[src/rtl/deq_pkg.sv]
`timescale 1ns / 1ps
// ----------------------------------------------------------------------------
// deq_pkg: shared types and constants for the double-ended queue
// Opcode and status codes, word structs and controller/datapath links.
// ----------------------------------------------------------------------------
package deq_pkg;

    localparam int DEPTH_DEF = 16;
    localparam int DATA_W    = 32;
    localparam int OCC_W     = 5;

    typedef enum logic [1:0] {
        OP_PUSH_FRONT = 2'd0,
        OP_POP_FRONT  = 2'd1,
        OP_PUSH_REAR  = 2'd2,
        OP_POP_REAR   = 2'd3
    } deq_op_t;

    typedef enum logic [1:0] {
        ST_OK        = 2'd0,
        ST_OVERFLOW  = 2'd1,
        ST_UNDERFLOW = 2'd2
    } deq_status_t;

    typedef struct packed {
        deq_op_t                  opcode;
        logic signed [DATA_W-1:0] value;
    } deq_req_t;

    typedef struct packed {
        logic signed [DATA_W-1:0] removed_value;
        deq_status_t              status;
        logic [OCC_W-1:0]         occupancy;
    } deq_rsp_t;

    // controller -> datapath
    typedef struct packed {
        logic exec;     // execute the accepted request word
        logic capture;  // load RAM read data into the response register
    } deq_cmd_t;

    // datapath -> controller
    typedef struct packed {
        logic rd_pending;  // request is a removal that reads the RAM
    } deq_sts_t;

endpackage

[src/rtl/double_ended_queue_unit.sv]
`timescale 1ns / 1ps
// ----------------------------------------------------------------------------
// double_ended_queue_unit: bounded double-ended queue of 32-bit values
// Ring buffer with head pointer and element count, one response per request.
// ----------------------------------------------------------------------------
// Usage:
//   req channel (req_valid/req_ready/req_word) takes one word per operation:
//   opcode selects insert front, remove front, insert rear or remove rear.
//   rsp channel (rsp_valid/rsp_ready/rsp_word) returns exactly one word per
//   request: removed value (zero unless a removal succeeded), status (ok,
//   overflow on insert while full, underflow on remove while empty) and the
//   element count after the operation, masked to 5 bits.
// Timing:
//   inserts and rejected operations: response valid in the cycle after
//   accept, one word per cycle when not stalled.  Successful removals go
//   via S_READ for the registered slot RAM read; req_ready is low there.
//   A new request is taken while the previous response is being drained.
// Reset:
//   rst_n clears head and count, leaving the queue empty; slot contents
//   are not cleared and are only read after being written.
// Stall:
//   the response register holds its word until rsp_ready; meanwhile
//   req_ready stays low, so no request is lost.
// ----------------------------------------------------------------------------
module double_ended_queue_unit
    import deq_pkg::*;
#(
    parameter int DEPTH = DEPTH_DEF
) (
    input  logic     clk,
    input  logic     rst_n,
    input  logic     req_valid,
    output logic     req_ready,
    input  deq_req_t req_word,
    output logic     rsp_valid,
    input  logic     rsp_ready,
    output deq_rsp_t rsp_word
);

    deq_cmd_t cmd;
    deq_sts_t sts;

    // controller: handshakes and read sequencing
    deq_ctrl u_ctrl (
        .clk       (clk),
        .rst_n     (rst_n),
        .req_valid (req_valid),
        .req_ready (req_ready),
        .rsp_valid (rsp_valid),
        .rsp_ready (rsp_ready),
        .sts       (sts),
        .cmd       (cmd)
    );

    // datapath: pointers, slot RAM and response register
    deq_dpath #(
        .DEPTH (DEPTH)
    ) u_dpath (
        .clk      (clk),
        .rst_n    (rst_n),
        .req_word (req_word),
        .cmd      (cmd),
        .sts      (sts),
        .rsp_word (rsp_word)
    );

endmodule

[src/rtl/deq_ram.sv]
`timescale 1ns / 1ps
// ----------------------------------------------------------------------------
// deq_ram: generic single-write, single-read RAM
// One write port, one read port with registered read data.
// ----------------------------------------------------------------------------
module deq_ram #(
    parameter int WIDTH = 32,
    parameter int DEPTH = 16
) (
    input  logic                     clk,
    input  logic                     we,
    input  logic [$clog2(DEPTH)-1:0] waddr,
    input  logic [WIDTH-1:0]         wdata,
    input  logic                     re,
    input  logic [$clog2(DEPTH)-1:0] raddr,
    output logic [WIDTH-1:0]         rdata
);

    logic [WIDTH-1:0] mem [DEPTH];
    logic [WIDTH-1:0] rdata_reg;

    always_ff @(posedge clk)
    begin
        if (we)
        begin
            mem[waddr] <= wdata;
        end
        if (re)
        begin
            rdata_reg <= mem[raddr];
        end
    end

    assign rdata = rdata_reg;

endmodule

[src/rtl/deq_ctrl.sv]
`timescale 1ns / 1ps
// ----------------------------------------------------------------------------
// deq_ctrl: handshake controller for the double-ended queue
// Sequences request words and owns the response valid flag.
// ----------------------------------------------------------------------------
module deq_ctrl
    import deq_pkg::*;
(
    input  logic      clk,
    input  logic      rst_n,
    input  logic      req_valid,
    output logic      req_ready,
    output logic      rsp_valid,
    input  logic      rsp_ready,
    input  deq_sts_t  sts,
    output deq_cmd_t  cmd
);

    typedef enum logic [1:0] {
        S_IDLE = 2'b01,
        S_READ = 2'b10
    } state_t;

    state_t state_reg, state_next;
    logic   rsp_valid_reg, rsp_valid_next;

    // response slot is free now or drains at this edge
    assign req_ready   = (state_reg == S_IDLE) && (!rsp_valid_reg || rsp_ready);
    assign cmd.exec    = req_valid && req_ready;
    assign cmd.capture = (state_reg == S_READ);
    assign rsp_valid   = rsp_valid_reg;

    always_comb
    begin
        state_next     = state_reg;
        rsp_valid_next = rsp_valid_reg;
        if (rsp_valid_reg && rsp_ready)
        begin
            rsp_valid_next = 1'b0;
        end
        case (state_reg)
            S_IDLE:
            begin
                if (cmd.exec)
                begin
                    if (sts.rd_pending)
                    begin
                        state_next = S_READ;
                    end
                    else
                    begin
                        rsp_valid_next = 1'b1;
                    end
                end
            end
            S_READ:
            begin
                state_next     = S_IDLE;
                rsp_valid_next = 1'b1;
            end
            default:
            begin
                state_next = S_IDLE;
            end
        endcase
    end

    always_ff @(posedge clk or negedge rst_n)
    begin
        if (!rst_n)
        begin
            state_reg     <= S_IDLE;
            rsp_valid_reg <= 1'b0;
        end
        else
        begin
            state_reg     <= state_next;
            rsp_valid_reg <= rsp_valid_next;
        end
    end

endmodule

[src/rtl/deq_dpath.sv]
`timescale 1ns / 1ps
// ----------------------------------------------------------------------------
// deq_dpath: ring buffer datapath for the double-ended queue
// Head pointer, element count, slot RAM and response register.
// ----------------------------------------------------------------------------
module deq_dpath
    import deq_pkg::*;
#(
    parameter int DEPTH = DEPTH_DEF
) (
    input  logic      clk,
    input  logic      rst_n,
    input  deq_req_t  req_word,
    input  deq_cmd_t  cmd,
    output deq_sts_t  sts,
    output deq_rsp_t  rsp_word
);

    localparam int AW = $clog2(DEPTH);
    localparam int CW = $clog2(DEPTH + 1);
    localparam int SW = CW + 1;

    localparam logic [AW-1:0] LAST_IDX = AW'(DEPTH - 1);
    localparam logic [CW-1:0] FULL_CNT = CW'(DEPTH);
    localparam logic [SW-1:0] WRAP     = SW'(DEPTH);

    logic [AW-1:0] head_reg, head_next;
    logic [CW-1:0] count_reg, count_next;
    deq_rsp_t      rsp_reg;

    logic          is_push, is_front, full, empty, push_ok, pop_ok;
    logic [SW-1:0] tail_sum, last_sum;
    logic [AW-1:0] rear_wr_idx, rear_rd_idx, head_dec, head_inc;
    logic [AW-1:0] waddr, raddr;
    logic          we, re;
    logic [DATA_W-1:0] rdata;
    deq_status_t   status;

    assign is_push  = (req_word.opcode == OP_PUSH_FRONT) || (req_word.opcode == OP_PUSH_REAR);
    assign is_front = (req_word.opcode == OP_PUSH_FRONT) || (req_word.opcode == OP_POP_FRONT);
    assign full     = (count_reg == FULL_CNT);
    assign empty    = (count_reg == '0);
    assign push_ok  = is_push && !full;
    assign pop_ok   = !is_push && !empty;

    // head + count stays below 2*DEPTH: one conditional subtract wraps it
    assign tail_sum    = SW'(head_reg) + SW'(count_reg);
    assign last_sum    = tail_sum - SW'(1);
    assign rear_wr_idx = (tail_sum >= WRAP) ? AW'(tail_sum - WRAP) : AW'(tail_sum);
    assign rear_rd_idx = (last_sum >= WRAP) ? AW'(last_sum - WRAP) : AW'(last_sum);
    assign head_dec    = (head_reg == '0) ? LAST_IDX : head_reg - AW'(1);
    assign head_inc    = (head_reg == LAST_IDX) ? '0 : head_reg + AW'(1);

    assign waddr = is_front ? head_dec : rear_wr_idx;
    assign raddr = is_front ? head_reg : rear_rd_idx;
    assign we    = cmd.exec && push_ok;
    assign re    = cmd.exec && pop_ok;

    assign sts.rd_pending = pop_ok;

    always_comb
    begin
        head_next  = head_reg;
        count_next = count_reg;
        status     = ST_OK;
        if (is_push)
        begin
            if (full)
            begin
                status = ST_OVERFLOW;
            end
            else
            begin
                count_next = count_reg + CW'(1);
                if (is_front)
                begin
                    head_next = head_dec;
                end
            end
        end
        else
        begin
            if (empty)
            begin
                status = ST_UNDERFLOW;
            end
            else
            begin
                count_next = count_reg - CW'(1);
                if (is_front)
                begin
                    head_next = head_inc;
                end
            end
        end
    end

    always_ff @(posedge clk or negedge rst_n)
    begin
        if (!rst_n)
        begin
            head_reg  <= '0;
            count_reg <= '0;
        end
        else if (cmd.exec)
        begin
            head_reg  <= head_next;
            count_reg <= count_next;
        end
    end

    // removal data arrives from the RAM in the cycle after the request executes
    always_ff @(posedge clk)
    begin
        if (cmd.exec)
        begin
            rsp_reg.removed_value <= '0;
            rsp_reg.status        <= status;
            rsp_reg.occupancy     <= OCC_W'(count_next);
        end
        else if (cmd.capture)
        begin
            rsp_reg.removed_value <= rdata;
        end
    end

    assign rsp_word = rsp_reg;

    deq_ram #(
        .WIDTH (DATA_W),
        .DEPTH (DEPTH)
    ) u_ram (
        .clk   (clk),
        .we    (we),
        .waddr (waddr),
        .wdata (req_word.value),
        .re    (re),
        .raddr (raddr),
        .rdata (rdata)
    );

endmodule

[config.mk]
export PLATFORM = sky130hd
export DESIGN_NAME = double_ended_queue_unit
export DESIGN_NICKNAME = d
export VERILOG_FILES = /design/src/rtl/deq_pkg.sv /design/src/rtl/double_ended_queue_unit.sv /design/src/rtl/deq_ram.sv /design/src/rtl/deq_ctrl.sv /design/src/rtl/deq_dpath.sv
export SDC_FILE = /design/constraint.sdc
export NUM_CORES = 1
export LEC_CHECK = 0
export ABC_CLOCK_PERIOD_IN_PS = 14300
export BUFFER_PORTS_ARGS = -buffer_cell sky130_fd_sc_hd__buf_2
export CAP_MARGIN = 20
export CORE_MARGIN = 5
export CORE_UTILIZATION = 35
export DETAILED_ROUTE_END_ITERATION = 7
export PLACE_DENSITY = 0.57
export SYNTH_ARGS = -nofsm -noshare
export SYNTH_HDL_FRONTEND = slang
export SYNTH_HIERARCHICAL = 1
export SYNTH_SLANG_ARGS = --single-unit
[constraint.sdc]
create_clock -name clk -period 14.3 [get_ports clk]
set_input_delay 2.86 -clock clk [delete_from_list [all_inputs] [get_ports clk]]
set_output_delay 2.86 -clock clk [all_outputs]
set_load 0.02 [all_outputs]
==> impl_metrics.yaml <==
sta:
  drv_slew: 0
  finalWorstPathRequiredPeriod_ns: 6.26
  worst_pin_slew_ns: 1.16
  final.setup_skew_ns: 0.0218
  slew_headroom_pct: 22.7
  post-route-period-util_pct: 43.7
  tns_ns: 0
  rsz0062_at_grt: "false"
  hold_viol: 0
  setup_viol: 0
  fmax_mhz: 160
power_and_ir_drop:
  peakVddDrop_mv: 0.370
  p_leak_nw: 8.42
  power_density_nw_per_um2: 235
final_layout:
  diodes: 0
  nNetsFinal: 1244
  final_cell_mix: "edfxtp_1, mux4_2, buf_2"
  largest_register_ffs: 512
  fin_util_pct: 40.5
  final_common_cell: "edfxtp_1"
  finalNonFillerCells: 2096
  syn_to_final_growth_pct: 14.6
  drive_gt1_share_pct: 27.9
  fill_cells: 5645
logic_synthesis:
  synth-xor-area-share_pct: 0.424
  ys_types: 53
  ys_seq_elements: 595
  synth_mux_area_share_pct: 14.6
  synth_top_family_by_area: "multiplexers"
  ys.flop_type: "edfxtp_1"
  syn_area_um2: 22700
  synth_edf_count: 551
  syn_nets: 1141
  synthArstFlopShare_pct: 2.02
  synth_adder_area_share_pct: 0.638
  syn_area_per_cell_um2: 20.8
  synth_compound_area_share_pct: 3.07
  ys_seq_area_share_pct: 76.9
  netlist_instances: 1092
  synth_warnings: 6
  synthSimpleGateAreaFrac_pct: 2.80
routing:
  drt_iter0_drc: 659
  drt_pass1_iterations: 5
  drt_wl_total_um: 50100
  highest_layer: "met5"
  routed-via-count: 10791
  viasPerCell: 5.15
  wl_met2_um: 24900
  ant_nets: 0
  met1Wirelength_um: 21600
  wl_per_cell_um: 23.9
  drc_errors: 0
  wl_met3_um: 2700
cts:
  cts.htree.levels: 2
  post_cts_buffers: 0
  cts_buffers: 56
  ctsHoldBuffers: 0
  cts_root_buf: "clkbuf_16"
  cts_tree: "done"
  cts_sinks: 595
  clk_latency_ns: 0.62
  clk_pin_slew_ns: 0.07
  post_cts_resized: 0
  clock_path_buffers: 3
min_path:
  hold_class: "flip-flop to flip-flop"
setup_path:
  startpoint_type: "input port"
  cp_num_buf_inv: 2
  cpMaxStageDelayCell: "and2_1"
  cpPeakStageDelay_ns: 0.15
  path_cells: "buf_2, nand2b_4, and2_1, buf_2"
  endpoint_kind: "primary output"
  crit_family: "simple AND/OR/NAND/NOR gates"
  cp_common_cell: "buf_2"
  critPathMaxFanout: 4
  arrival_ns: 3.40
  critPathKind: "input port to primary output"
  cp.required_ns: 11.44
die:
  die_area_um2: 70200
  dieHeight_um: 265
  core-area_um2: 64300
  pin_count: 79
  row_count: 93
  start_util_pct: 35.3
  die_x_um: 265
placed_design:
  place_inst: 1992
  routabilityCongestion: 0.734
  dp_hpwl_um: 24900
  portBuffers: 78
global_routing:
  grt_max_degree: 129
  grt_usage_pct: 14.2
  grt_antenna_before_repair: 7
  grt_overflow_total: 0
  grt_pass1_vias: 11158
  grt_pass1_wl_um: 74800
outcome:
  status: "completed"
run:
  cap_violations: 0
-- power breakdown --
group | total, mW | internal, mW | switching, mW
Sequential | 2.27 | 2.18 | 0.0898
Clock | 1.44 | 0.812 | 0.626
Combinational | 2.42 | 1.01 | 1.41
Total | 6.13 | 4.00 | 2.12
-- stage by stage --
stage	power [mW]	setup slack [ns]	area, µm²	hold slack (ns)
after floorplan	4.04	7.39	22700	0.456
after global placement	4.75	7.89	24300	0.461
after detailed placement	4.79	7.79	24300	0.474
after CTS	6.24	8.05	26000	0.485
after global routing	6.49	8.02	26000	0.510
final	6.13	8.04	26000	0.480
-- routing by layer --
| metal | track usage, % | vias up |
|---|---|---|
| met3 | 2.95 | 75 |
| met4 | 2.88 | 6 |
| met1 | 19.5 | 5766 |
| li1 | - | 4692 |
| met2 | 23.8 | 252 |
| met5 | 0 | - |
-- cell usage after synthesis, types with 2 or more instances --
master / number / area (µm²)
a21oi_1: 13 / 65.1
a22oi_1: 64 / 480
a31oi_1: 7 / 43.8
and2_1: 3 / 18.8
and3_1: 2 / 12.5
buf_1: 11 / 41.3
buf_2: 11 / 55.1
buf_4: 12 / 90.1
buf_6: 3 / 33.8
clkbuf_1: 21 / 78.8
dfrtp_1: 11 / 275
dfxtp_1: 32 / 641
edfxtp_1: 551 / 16500
ha_1: 10 / 125
inv_1: 12 / 45.0
mux2_4: 2 / 30.0
mux2i_1: 40 / 400
mux4_2: 128 / 2880
nand2_1: 38 / 143
nand2_4: 2 / 22.5
nand2b_1: 3 / 18.8
nand3_1: 6 / 30.0
nand3b_1: 3 / 22.5
nand4_1: 2 / 12.5
nor2_1: 52 / 195
nor2b_1: 3 / 18.8
nor3_1: 7 / 35.0
o21ai_0: 7 / 35.0
o21ai_1: 2 / 10.0
or3_1: 2 / 12.5
xnor2_1: 9 / 78.8
xor2_1: 2 / 17.5
-- tightest hold or removal path: cells and delay by family (launching register included) --
family,cells,cell delay (ns)
simple gates,1,0.07
mux,1,0.06
flops,1,0.32
-- logic make-up (layout without fill, tap and decap cells) --
| logic type | Yosys count | after routing |
|---|---|---|
| flip-flops | 595 | 595 |
| multiplexers | 171 | 171 |
| AND/OR/NAND/NOR | 132 | 132 |
| AO/OA/AOI/OAI | 101 | 101 |
| buffers and inverters | 71 | 220 |
| adder cells (fa/ha/maj) | 11 | 11 |
| XOR/XNOR | 11 | 11 |
-- path summary, 6_finish.rpt --
check / start / end / slack, ns / cells after the start
worst min-delay path: u_dpath/u_ram/rdata[3] / u_dpath/rsp_word[10] / 0.48 / 2
worst max register to register: u_ctrl/state_reg[0] / u_dpath/u_ram/mem[8][15] / 10.09 / 8
worst min register to register: u_dpath/u_ram/rdata[3] / u_dpath/rsp_word[10] / 0.48 / 2
max in group asynchronous: rst_n / u_ctrl/state_reg[0] / 11.90 / 1
worst max-delay path: rsp_ready / req_ready / 8.04 / 4
min in group asynchronous: rst_n / u_dpath/count_reg[1] / 2.12 / 1
-- layout make-up --
type | instances | area [µm²] | share of cell area [%]
clock inverter | 35 | 323 | 1.24
sequential | 595 | 17500 | 67.1
inverter | 13 | 48.8 | 0.187
clock buffer | 69 | 1450 | 5.57
timing repair buffer | 103 | 603 | 2.32
multi-input combinational | 426 | 5060 | 19.4
tap | 855 | 1070 | 4.11
No activity file was read; power rests on OpenSTA's default activity.
